===== src/rtl/rar_pkg.sv =====
// Package for the rational arithmetic reducer: widths, operation codes and
// the control bundle between sequencer and divider. No dependencies.
package rar_pkg;
  localparam int unsigned Width = 16;
  localparam int unsigned OutW  = 2 * Width + 1;
  localparam int unsigned WideW = 2 * Width + 2;
  localparam int unsigned CntW  = $clog2(WideW + 1);

  typedef enum logic [1:0] {
    OpAdd = 2'd0,
    OpSub = 2'd1,
    OpMul = 2'd2,
    OpDiv = 2'd3
  } op_e;

  typedef struct packed {
    logic                    start;
    logic signed [WideW-1:0] dividend;
    logic signed [WideW-1:0] divisor;
  } div_req_t;

  typedef struct packed {
    logic                    done;
    logic signed [WideW-1:0] quot;
    logic signed [WideW-1:0] rem;
  } div_rsp_t;
endpackage


===== src/rtl/rar_if.sv =====
// Valid/ready channel interfaces for the rational arithmetic reducer.
// Depends on rar_pkg.
interface rar_in_if import rar_pkg::*; ();
  logic                    valid;
  logic                    ready;
  logic [1:0]              kind;
  logic signed [Width-1:0] num_a;
  logic signed [Width-1:0] den_a;
  logic signed [Width-1:0] num_b;
  logic signed [Width-1:0] den_b;
  modport source (output valid, kind, num_a, den_a, num_b, den_b, input ready);
  modport sink   (input valid, kind, num_a, den_a, num_b, den_b, output ready);
endinterface

interface rar_out_if import rar_pkg::*; ();
  logic                   valid;
  logic                   ready;
  logic signed [OutW-1:0] result_num;
  logic signed [OutW-1:0] result_den;
  logic                   div_error;
  modport source (output valid, result_num, result_den, div_error, input ready);
  modport sink   (input valid, result_num, result_den, div_error, output ready);
endinterface


===== src/rtl/rar_div.sv =====
// Shared bit-serial signed divider with truncated quotient and remainder.
// Depends on rar_pkg.
module rar_div import rar_pkg::*; (
  input  logic     clk_i,
  input  logic     rst_ni,
  input  div_req_t req_i,
  output div_rsp_t rsp_o
);
  logic [WideW-1:0] rem_q, rem_d, quo_q, quo_d, dvs_q;
  logic             nq_q, nr_q, busy_q;
  logic [CntW-1:0]  cnt_q;
  logic [WideW:0]   trial;
  logic [WideW-1:0] shifted;
  logic [WideW-1:0] adiv, adsr;

  assign adiv = req_i.dividend[WideW-1] ? WideW'(-req_i.dividend) : req_i.dividend;
  assign adsr = req_i.divisor[WideW-1] ? WideW'(-req_i.divisor) : req_i.divisor;
  assign shifted = {rem_q[WideW-2:0], quo_q[WideW-1]};
  assign trial = {1'b0, shifted} - {1'b0, dvs_q};

  always_comb begin
    rem_d = shifted;
    quo_d = {quo_q[WideW-2:0], 1'b0};
    if (!trial[WideW] || rem_q[WideW-1]) begin
      rem_d = trial[WideW-1:0];
      quo_d[0] = 1'b1;
    end
  end

  always_ff @(posedge clk_i or negedge rst_ni) begin
    if (!rst_ni) begin
      busy_q <= 1'b0;
      cnt_q  <= '0;
      rsp_o.done <= 1'b0;
    end else begin
      rsp_o.done <= 1'b0;
      if (req_i.start) begin
        busy_q <= 1'b1;
        cnt_q  <= CntW'(WideW);
        rem_q  <= '0;
        quo_q  <= adiv;
        dvs_q  <= adsr;
        nq_q   <= req_i.dividend[WideW-1] ^ req_i.divisor[WideW-1];
        nr_q   <= req_i.dividend[WideW-1];
      end else if (busy_q) begin
        rem_q <= rem_d;
        quo_q <= quo_d;
        cnt_q <= cnt_q - 1'b1;
        if (cnt_q == CntW'(1)) begin
          busy_q     <= 1'b0;
          rsp_o.done <= 1'b1;
          rsp_o.quot <= nq_q ? -$signed(quo_d) : $signed(quo_d);
          rsp_o.rem  <= nr_q ? -$signed(rem_d) : $signed(rem_d);
        end
      end
    end
  end
endmodule


===== src/rtl/rational_arith_reduce.sv =====
// Top level of the rational arithmetic reducer: sequencer, multiplier stage
// and the shared divider. Depends on rar_pkg, rar_if and rar_div.
//
// Combines two signed fractions with add, subtract, multiply or divide and
// reduces the result by Euclid's gcd with truncated remainder; the gcd may
// be negative, so signs follow it. A zero denominator in add or subtract,
// or a zero-over-zero result, gives div_error with zero fields. One item at
// a time: the block is not ready until its result is taken. The item is
// accepted, its products are formed and the fraction is built, then the
// single bit-serial restoring divider runs once per Euclid remainder and
// twice more for the reduced numerator and denominator; each run is a
// start, one iteration per operand bit and a registered result. An error
// result never uses the divider.
module rational_arith_reduce import rar_pkg::*; (
  input  logic clk_i,
  input  logic rst_ni,
  rar_in_if.sink    in_i,
  rar_out_if.source out_o
);
  typedef enum logic [3:0] {
    StIdle, StMul1, StMul2, StForm, StGcdGo, StGcdWait, StQnGo, StQnWait,
    StQdGo, StQdWait, StOut
  } state_e;

  state_e                  state_q;
  logic [1:0]              kind_q;
  logic signed [Width-1:0] a_q, b_q, c_q, d_q;
  logic signed [WideW-1:0] p_q, q_q, num_q, den_q, m_q, n_q;
  logic signed [WideW-1:0] prod;
  logic signed [Width-1:0] mx, my;
  div_req_t                req;
  div_rsp_t                rsp;

  // One shared multiplier, used twice per item.
  always_comb begin
    unique case (state_q)
      StMul1:  begin
        mx = a_q;
        my = (kind_q == OpMul) ? c_q : d_q;
      end
      default: begin
        mx = (kind_q == OpMul || kind_q == OpDiv) ? b_q : c_q;
        my = (kind_q == OpMul) ? d_q : (kind_q == OpDiv ? c_q : b_q);
      end
    endcase
  end
  assign prod = WideW'(mx * my);

  always_comb begin
    req.start    = 1'b0;
    req.dividend = m_q;
    req.divisor  = n_q;
    unique case (state_q)
      StGcdGo: req.start = 1'b1;
      StQnGo:  begin
        req.start = 1'b1;
        req.dividend = num_q;
        req.divisor = m_q;
      end
      StQdGo:  begin
        req.start = 1'b1;
        req.dividend = den_q;
        req.divisor = m_q;
      end
      default: ;
    endcase
  end

  rar_div u_div (.clk_i, .rst_ni, .req_i(req), .rsp_o(rsp));

  assign in_i.ready  = (state_q == StIdle);
  assign out_o.valid = (state_q == StOut);

  always_ff @(posedge clk_i or negedge rst_ni) begin
    if (!rst_ni) begin
      state_q <= StIdle;
    end else begin
      unique case (state_q)
        StIdle: if (in_i.valid) begin
          kind_q <= in_i.kind;
          a_q <= in_i.num_a; b_q <= in_i.den_a;
          c_q <= in_i.num_b; d_q <= in_i.den_b;
          state_q <= StMul1;
        end
        StMul1: begin
          p_q <= prod;
          state_q <= StMul2;
        end
        StMul2: begin
          q_q <= prod;
          state_q <= StForm;
        end
        StForm: begin
          // Add/subtract take the denominator from a further product.
          if (kind_q == OpAdd || kind_q == OpSub) begin
            if (b_q == '0 || d_q == '0) begin
              out_o.result_num <= '0;
              out_o.result_den <= '0;
              out_o.div_error  <= 1'b1;
              state_q <= StOut;
            end else begin
              num_q <= (kind_q == OpAdd) ? p_q + q_q : p_q - q_q;
              m_q   <= (kind_q == OpAdd) ? p_q + q_q : p_q - q_q;
              den_q <= WideW'(b_q * d_q);
              n_q   <= WideW'(b_q * d_q);
              state_q <= StGcdGo;
            end
          end else begin
            num_q <= p_q; m_q <= p_q;
            den_q <= q_q; n_q <= q_q;
            state_q <= StGcdGo;
          end
        end
        StGcdGo: begin
          if (n_q == '0) begin
            if (m_q == '0) begin
              out_o.result_num <= '0;
              out_o.result_den <= '0;
              out_o.div_error  <= 1'b1;
              state_q <= StOut;
            end else begin
              state_q <= StQnGo;
            end
          end else begin
            state_q <= StGcdWait;
          end
        end
        StGcdWait: if (rsp.done) begin
          m_q <= n_q;
          n_q <= rsp.rem;
          state_q <= StGcdGo;
        end
        StQnGo: state_q <= StQnWait;
        StQnWait: if (rsp.done) begin
          out_o.result_num <= OutW'(rsp.quot);
          state_q <= StQdGo;
        end
        StQdGo: state_q <= StQdWait;
        StQdWait: if (rsp.done) begin
          out_o.result_den <= OutW'(rsp.quot);
          out_o.div_error  <= 1'b0;
          state_q <= StOut;
        end
        StOut: if (out_o.ready) state_q <= StIdle;
        default: state_q <= StIdle;
      endcase
    end
  end

  // An error result always carries zero fields.
  a_err_zero: assert property (@(posedge clk_i) disable iff (!rst_ni)
    out_o.valid && out_o.div_error |-> out_o.result_num == '0 && out_o.result_den == '0)
    else $error("error result with nonzero fields");
  // Never ready while a result is pending.
  a_excl: assert property (@(posedge clk_i) disable iff (!rst_ni)
    !(in_i.ready && out_o.valid)) else $error("ready during output");
  // A result held and not taken stays valid with its numerator unchanged.
  a_hold: assert property (@(posedge clk_i) disable iff (!rst_ni)
    out_o.valid && !out_o.ready |=> out_o.valid && $stable(out_o.result_num))
    else $error("result changed while stalled");
endmodule


===== src/flat_wrapper.sv =====
// flat-port wrapper written by rule: the top's interface ports become plain ports
module rational_arith_reduce_flat import rar_pkg::*;
  (clk_i, rst_ni, in_i_valid, in_i_kind, in_i_num_a, in_i_den_a, in_i_num_b, in_i_den_b, in_i_ready, out_o_valid, out_o_result_num, out_o_result_den, out_o_div_error, out_o_ready);
  rar_in_if in_i_i ();
  rar_out_if out_o_i ();
  input  logic clk_i;
  input  logic rst_ni;
  input wire logic [$bits(in_i_i.valid)-1:0] in_i_valid;
  input wire logic [$bits(in_i_i.kind)-1:0] in_i_kind;
  input wire logic [$bits(in_i_i.num_a)-1:0] in_i_num_a;
  input wire logic [$bits(in_i_i.den_a)-1:0] in_i_den_a;
  input wire logic [$bits(in_i_i.num_b)-1:0] in_i_num_b;
  input wire logic [$bits(in_i_i.den_b)-1:0] in_i_den_b;
  output wire logic [$bits(in_i_i.ready)-1:0] in_i_ready;
  output wire logic [$bits(out_o_i.valid)-1:0] out_o_valid;
  output wire logic [$bits(out_o_i.result_num)-1:0] out_o_result_num;
  output wire logic [$bits(out_o_i.result_den)-1:0] out_o_result_den;
  output wire logic [$bits(out_o_i.div_error)-1:0] out_o_div_error;
  input wire logic [$bits(out_o_i.ready)-1:0] out_o_ready;
  assign in_i_i.valid = in_i_valid;
  assign in_i_i.kind = in_i_kind;
  assign in_i_i.num_a = in_i_num_a;
  assign in_i_i.den_a = in_i_den_a;
  assign in_i_i.num_b = in_i_num_b;
  assign in_i_i.den_b = in_i_den_b;
  assign in_i_ready = in_i_i.ready;
  assign out_o_valid = out_o_i.valid;
  assign out_o_result_num = out_o_i.result_num;
  assign out_o_result_den = out_o_i.result_den;
  assign out_o_div_error = out_o_i.div_error;
  assign out_o_i.ready = out_o_ready;
  rational_arith_reduce u_core (.clk_i(clk_i), .rst_ni(rst_ni), .in_i(in_i_i), .out_o(out_o_i));
endmodule

===== config.mk =====
export PLATFORM = sky130hd
export DESIGN_NAME = rational_arith_reduce_flat
export DESIGN_NICKNAME = d
export VERILOG_FILES = /design/src/rtl/rar_pkg.sv /design/src/rtl/rar_if.sv /design/src/rtl/rar_div.sv /design/src/rtl/rational_arith_reduce.sv /design/src/flat_wrapper.sv
export SDC_FILE = /design/constraint.sdc
export NUM_CORES = 2
export LEC_CHECK = 0
export CAP_MARGIN = 20
export CELL_PAD_IN_SITES_DETAIL_PLACEMENT = 1
export CELL_PAD_IN_SITES_GLOBAL_PLACEMENT = 1
export CORE_MARGIN = 2
export CORE_UTILIZATION = 48
export CTS_BUF_LIST = sky130_fd_sc_hd__clkbuf_8
export DETAILED_ROUTE_END_ITERATION = 6
export DONT_BUFFER_PORTS = 1
export PLACE_DENSITY_LB_ADDON = 0.1
export SLEW_MARGIN = 20
export SYNTH_ARGS = -nofsm -noshare
export SYNTH_HDL_FRONTEND = slang
export SYNTH_SLANG_ARGS = --single-unit

===== constraint.sdc =====
create_clock -name clk_i -period 8.7 [get_ports clk_i]
set_clock_uncertainty 0.05 [all_clocks]
set_input_delay 0 -clock clk_i [delete_from_list [all_inputs] [get_ports clk_i]]
set_output_delay 0 -clock clk_i [all_outputs]
set_load 0.01 [all_outputs]

==> results by group <==
Outcome
  – Status: finished clean

Die
  – FP Rows: 116
  – Die span in x: 320 um
  – Core box area: 99,700 um2
  – I/O Pins: 139
  – Die height: 320 um
  – Die ar.: 103,000 um2
  – Initial Util: 0.482

Worst hold path
  – Hold crit path type: input pin to flop

STA
  – RSZ-0062 raised after global routing: false
  – F_max: 0.119 GHz
  – Max-slew headroom: 0.223
  – Final hold violations: 0
  – Max Slew Vio Count: 0
  – Sum Neg Setup Slack: 0 ns
  – Period utilization: 0.967
  – Tmin final: 8.41 ns
  – Final setup viols: 0
  – Slew @ Worst Pin: 1.17 ns

Logic synthesis
  – Sequential area share after synthesis: 0.320
  – Share of the synthesized area in the top cell type: 0.314
  – Syn Nets: 5,653
  – Synth top cells by count: 660 x inv_1, 527 x nand2_1, 526 x fa_1
  – EDFF count, synth: 502
  – Yosys warns: 0
  – Area contributors post-synth: edfxtp_1 31%, fa_1 22%, ha_1 6.2%
  – Syn avg cell area: 9.97 um2
  – Synthesized cell area: 48,000 um2
  – Most used DFF post-synth: edfxtp_1
  – Post-Syn Instances: 4,819
  – Top-count cell post-synth: inv_1
  – Synth area leader: edfxtp_1
  – Async SR Flop Fraction: 0.0233
  – Distinct cells, synth: 90
  – Synth Register Bits: 514

GRT
  – GRT overflow: 0
  – Met3 usage: 0.0371
  – First-pass GRT wire length: 232 mm
  – Gr busiest metal: met2
  – Initial antenna violation count: 5
  – Met1 Track Usage GR: 0.393
  – Largest net degree at the start of global routing: 101
  – Vias in the first global route: 38,562
  – Met2 usage in global routing: 0.492
  – Global Route Usage Sum: 0.294

Cells and area
  – Share of cells above drive strength 1: 0.0750
  – Nets@finish: 5,791
  – Fill cell count: 10,942
  – Layout overhead on the synthesized area: 10.7%
  – Finished Cell Area: 53,200 um2

Clock network
  – Clk sinks: 514
  – CTS H-tree depth: 3
  – CTS root buf: clkbuf_8
  – Worst-path clk slew: 0.06 ns
  – Worst skew pair latency: 0.75 ns
  – Num CTS Buffers: 90
  – TritonCTS clock tree: done
  – CTS max path bufs: 3

Critical path
  – CP Cell Sequence: nand2_1 -> fa_1 -> inv_1 -> ha_1 -> inv_1 -> fa_1 -> fa_1 -> fa_1 -> fa_1 -> inv_1 -> ha_1 -> a21o_1 -> a21o_1 -> a21oi_1 -> nor3b_1 -> a211oi_1 -> a221oi_1 -> o21ai_0 -> a21oi_1 -> o21ai_1 -> mux2i_2 -> a31oi_1
  – Crit-path max cell delay: 1.06 ns
  – Critical path fanouts, max: 19
  – Crit Path Category: flop to flop
  – Worst Setup Start Kind: flop
  – Crit end category: flop
  – Required time of the critical path: 9.11 ns
  – R2R setup slack: 0.29 ns
  – CP max stage cell: edfxtp_1
  – Most numerous cell on the critical path: fa_1
  – Arr. time, crit path: 8.82 ns

Drt
  – Drt total wl: 150 mm
  – Drt via density: 5.68
  – DR vias: 35,973
  – DR pass1 iterations: 5
  – Iter 0 DRT Violations: 2,411
  – Average routed wire per standard cell: 23.7 um
  – Residual DRC: 0
  – Final ANT Viol Nets: 0

Run
  – Max_cap viols: 0

Placement
  – Dpl cell area: 49,700 um2
  – HPWL Detailed: 113 mm
  – GPL Wtd Cong: 0.920
  – Port Buf Inserts: 0
## metal layers
metal  wire (um)  vias to the layer above
met2       71800                      985
li1            -                    16461
met4        6060                        2
met1       65200                    18264
met3        6870                      261
met5           7                        -
## worst max-delay path, delay by kind of cell (launching register included)
family | cells | cell delay (ns)
AO/OA/AOI/OAI | 9 | 2.60
adder cells (fa/ha/maj) | 7 | 3.08
buffers and inverters | 3 | 0.18
flip-flops | 1 | 1.06
multiplexers | 1 | 0.58
AND/OR/NAND/NOR | 2 | 0.58
## registers in the layout, summed over array words and instances, names as in the netlist, 16 cells and up
signal,flops
u_core.u_div.rem_q,34
u_core.u_div.rsp_o,68
u_core.den_q,32
u_core.n_q,34
u_core.p_q,32
u_core.m_q,34
u_core.d_q,16
u_core.b_q,16
u_core.u_div.dvs_q,34
u_core.out_o.result_num,33
u_core.a_q,16
u_core.u_div.quo_q,34
u_core.num_q,34
u_core.c_q,16
u_core.out_o.result_den,33
u_core.q_q,32
## metrics by stage
stage / setup slack, ns / std cells / util / hold slack (ns)
after CTS: 0.0291 / 6305 / 0.531 / 0.0347
final: 0.291 / 6330 / 0.533 / 0.0674
after global placement: 0.00370 / 6003 / 0.499 / -0.344
after floorplan: 0.146 / 4819 / - / -0.346
after global routing: 0.0121 / 6328 / 0.533 / 0.0968
after detailed placement: 0.00164 / 6003 / 0.499 / -0.343
## path summary, 6_finish.rpt
check,from,endpoint,depth (start not counted)
min,rst_ni,u_core.m_q[4]$_DFFE_PP_,3
max in group asynchronous,rst_ni,u_core.state_q[0]$_DFFE_PN0P_,3
max,u_core.d_q[9]$_DFFE_PP_,u_core.n_q[30]$_DFFE_PP_,22
min in group asynchronous,rst_ni,u_core.u_div.busy_q$_DFF_PN0_,3
max reg2reg,u_core.d_q[9]$_DFFE_PP_,u_core.n_q[30]$_DFFE_PP_,22
min reg2reg,u_core.u_div.cnt_q[5]$_DFFE_PN0N_,u_core.u_div.cnt_q[5]$_DFFE_PN0N_,2
## repair_timing
| action | 4_1_cts | 5_1_grt |
|---|---|---|
| endpoints found under the setup margin | 2 | 12 |
| gates cloned | 0 | 0 |
| endpoints found under the hold margin | 390 | 0 |
| gates resized for setup | 1 | 13 |
| hold buffers | 138 | 0 |
| pin swaps | 0 | 3 |
| buffers inserted | 0 | 21 |
## area by class of cell
class | count | area, um2 | area share
well taps | 1298 | 1620 | 0.0305
diodes | 3 | 7.51 | 0.000141
clock inverters | 74 | 553 | 0.0104
flip-flops and latches | 514 | 15400 | 0.289
multi-input cells | 3421 | 29500 | 0.555
inverters | 662 | 2480 | 0.0467
clock buffers | 90 | 1240 | 0.0233
repair buffers | 268 | 2400 | 0.0451
## layout by cell type (no fill, tap or decap), types with 10 or more instances in the layout
| cell type | n |
|---|---|
| inv_1 | 687 |
| nand2_1 | 526 |
| fa_1 | 526 |
| edfxtp_1 | 502 |
| nor2_1 | 373 |
| ha_1 | 238 |
| xnor2_1 | 193 |
| o21ai_0 | 180 |
| a21oi_1 | 178 |
| and2_1 | 154 |
| dlygate4sd3_1 | 137 |
| buf_4 | 127 |
| clkbuf_8 | 90 |
| xor2_1 | 85 |
| mux2i_1 | 78 |
| nor3_1 | 78 |
| a21o_1 | 61 |
| mux2_2 | 53 |
| and3_1 | 51 |
| nand2b_1 | 44 |
| o21a_1 | 38 |
| a211oi_1 | 37 |
| o21ai_1 | 36 |
| nand3_1 | 36 |
| o31ai_1 | 35 |
| or3_1 | 32 |
| nor4_1 | 30 |
| o22ai_1 | 28 |
| a31oi_1 | 25 |
| nand4_1 | 20 |
| o21bai_1 | 18 |
| clkinv_1 | 17 |
| a22oi_1 | 17 |
| a222oi_1 | 16 |
| o211ai_1 | 15 |
| nor2b_1 | 14 |
| or2_2 | 14 |
| o41ai_1 | 13 |
| clkinv_2 | 13 |
| dfrtp_1 | 10 |
## cells by family (layout without fill, tap and decap cells)
group	Yosys count	in the layout	synth area share
muxes	132	132	0.0289
buffers and inverters	884	1094	0.0699
adders and majority gates	764	764	0.281
and+or+nand+nor	1452	1452	0.143
other	0	3	0
DFF	514	514	0.320
xor gates and xnor gates	279	279	0.0509
AOI/OAI and AO/OA	794	794	0.106
Power is not shown: default switching activity piles up to over one toggle a cycle in this logic, so the estimate is an artifact.
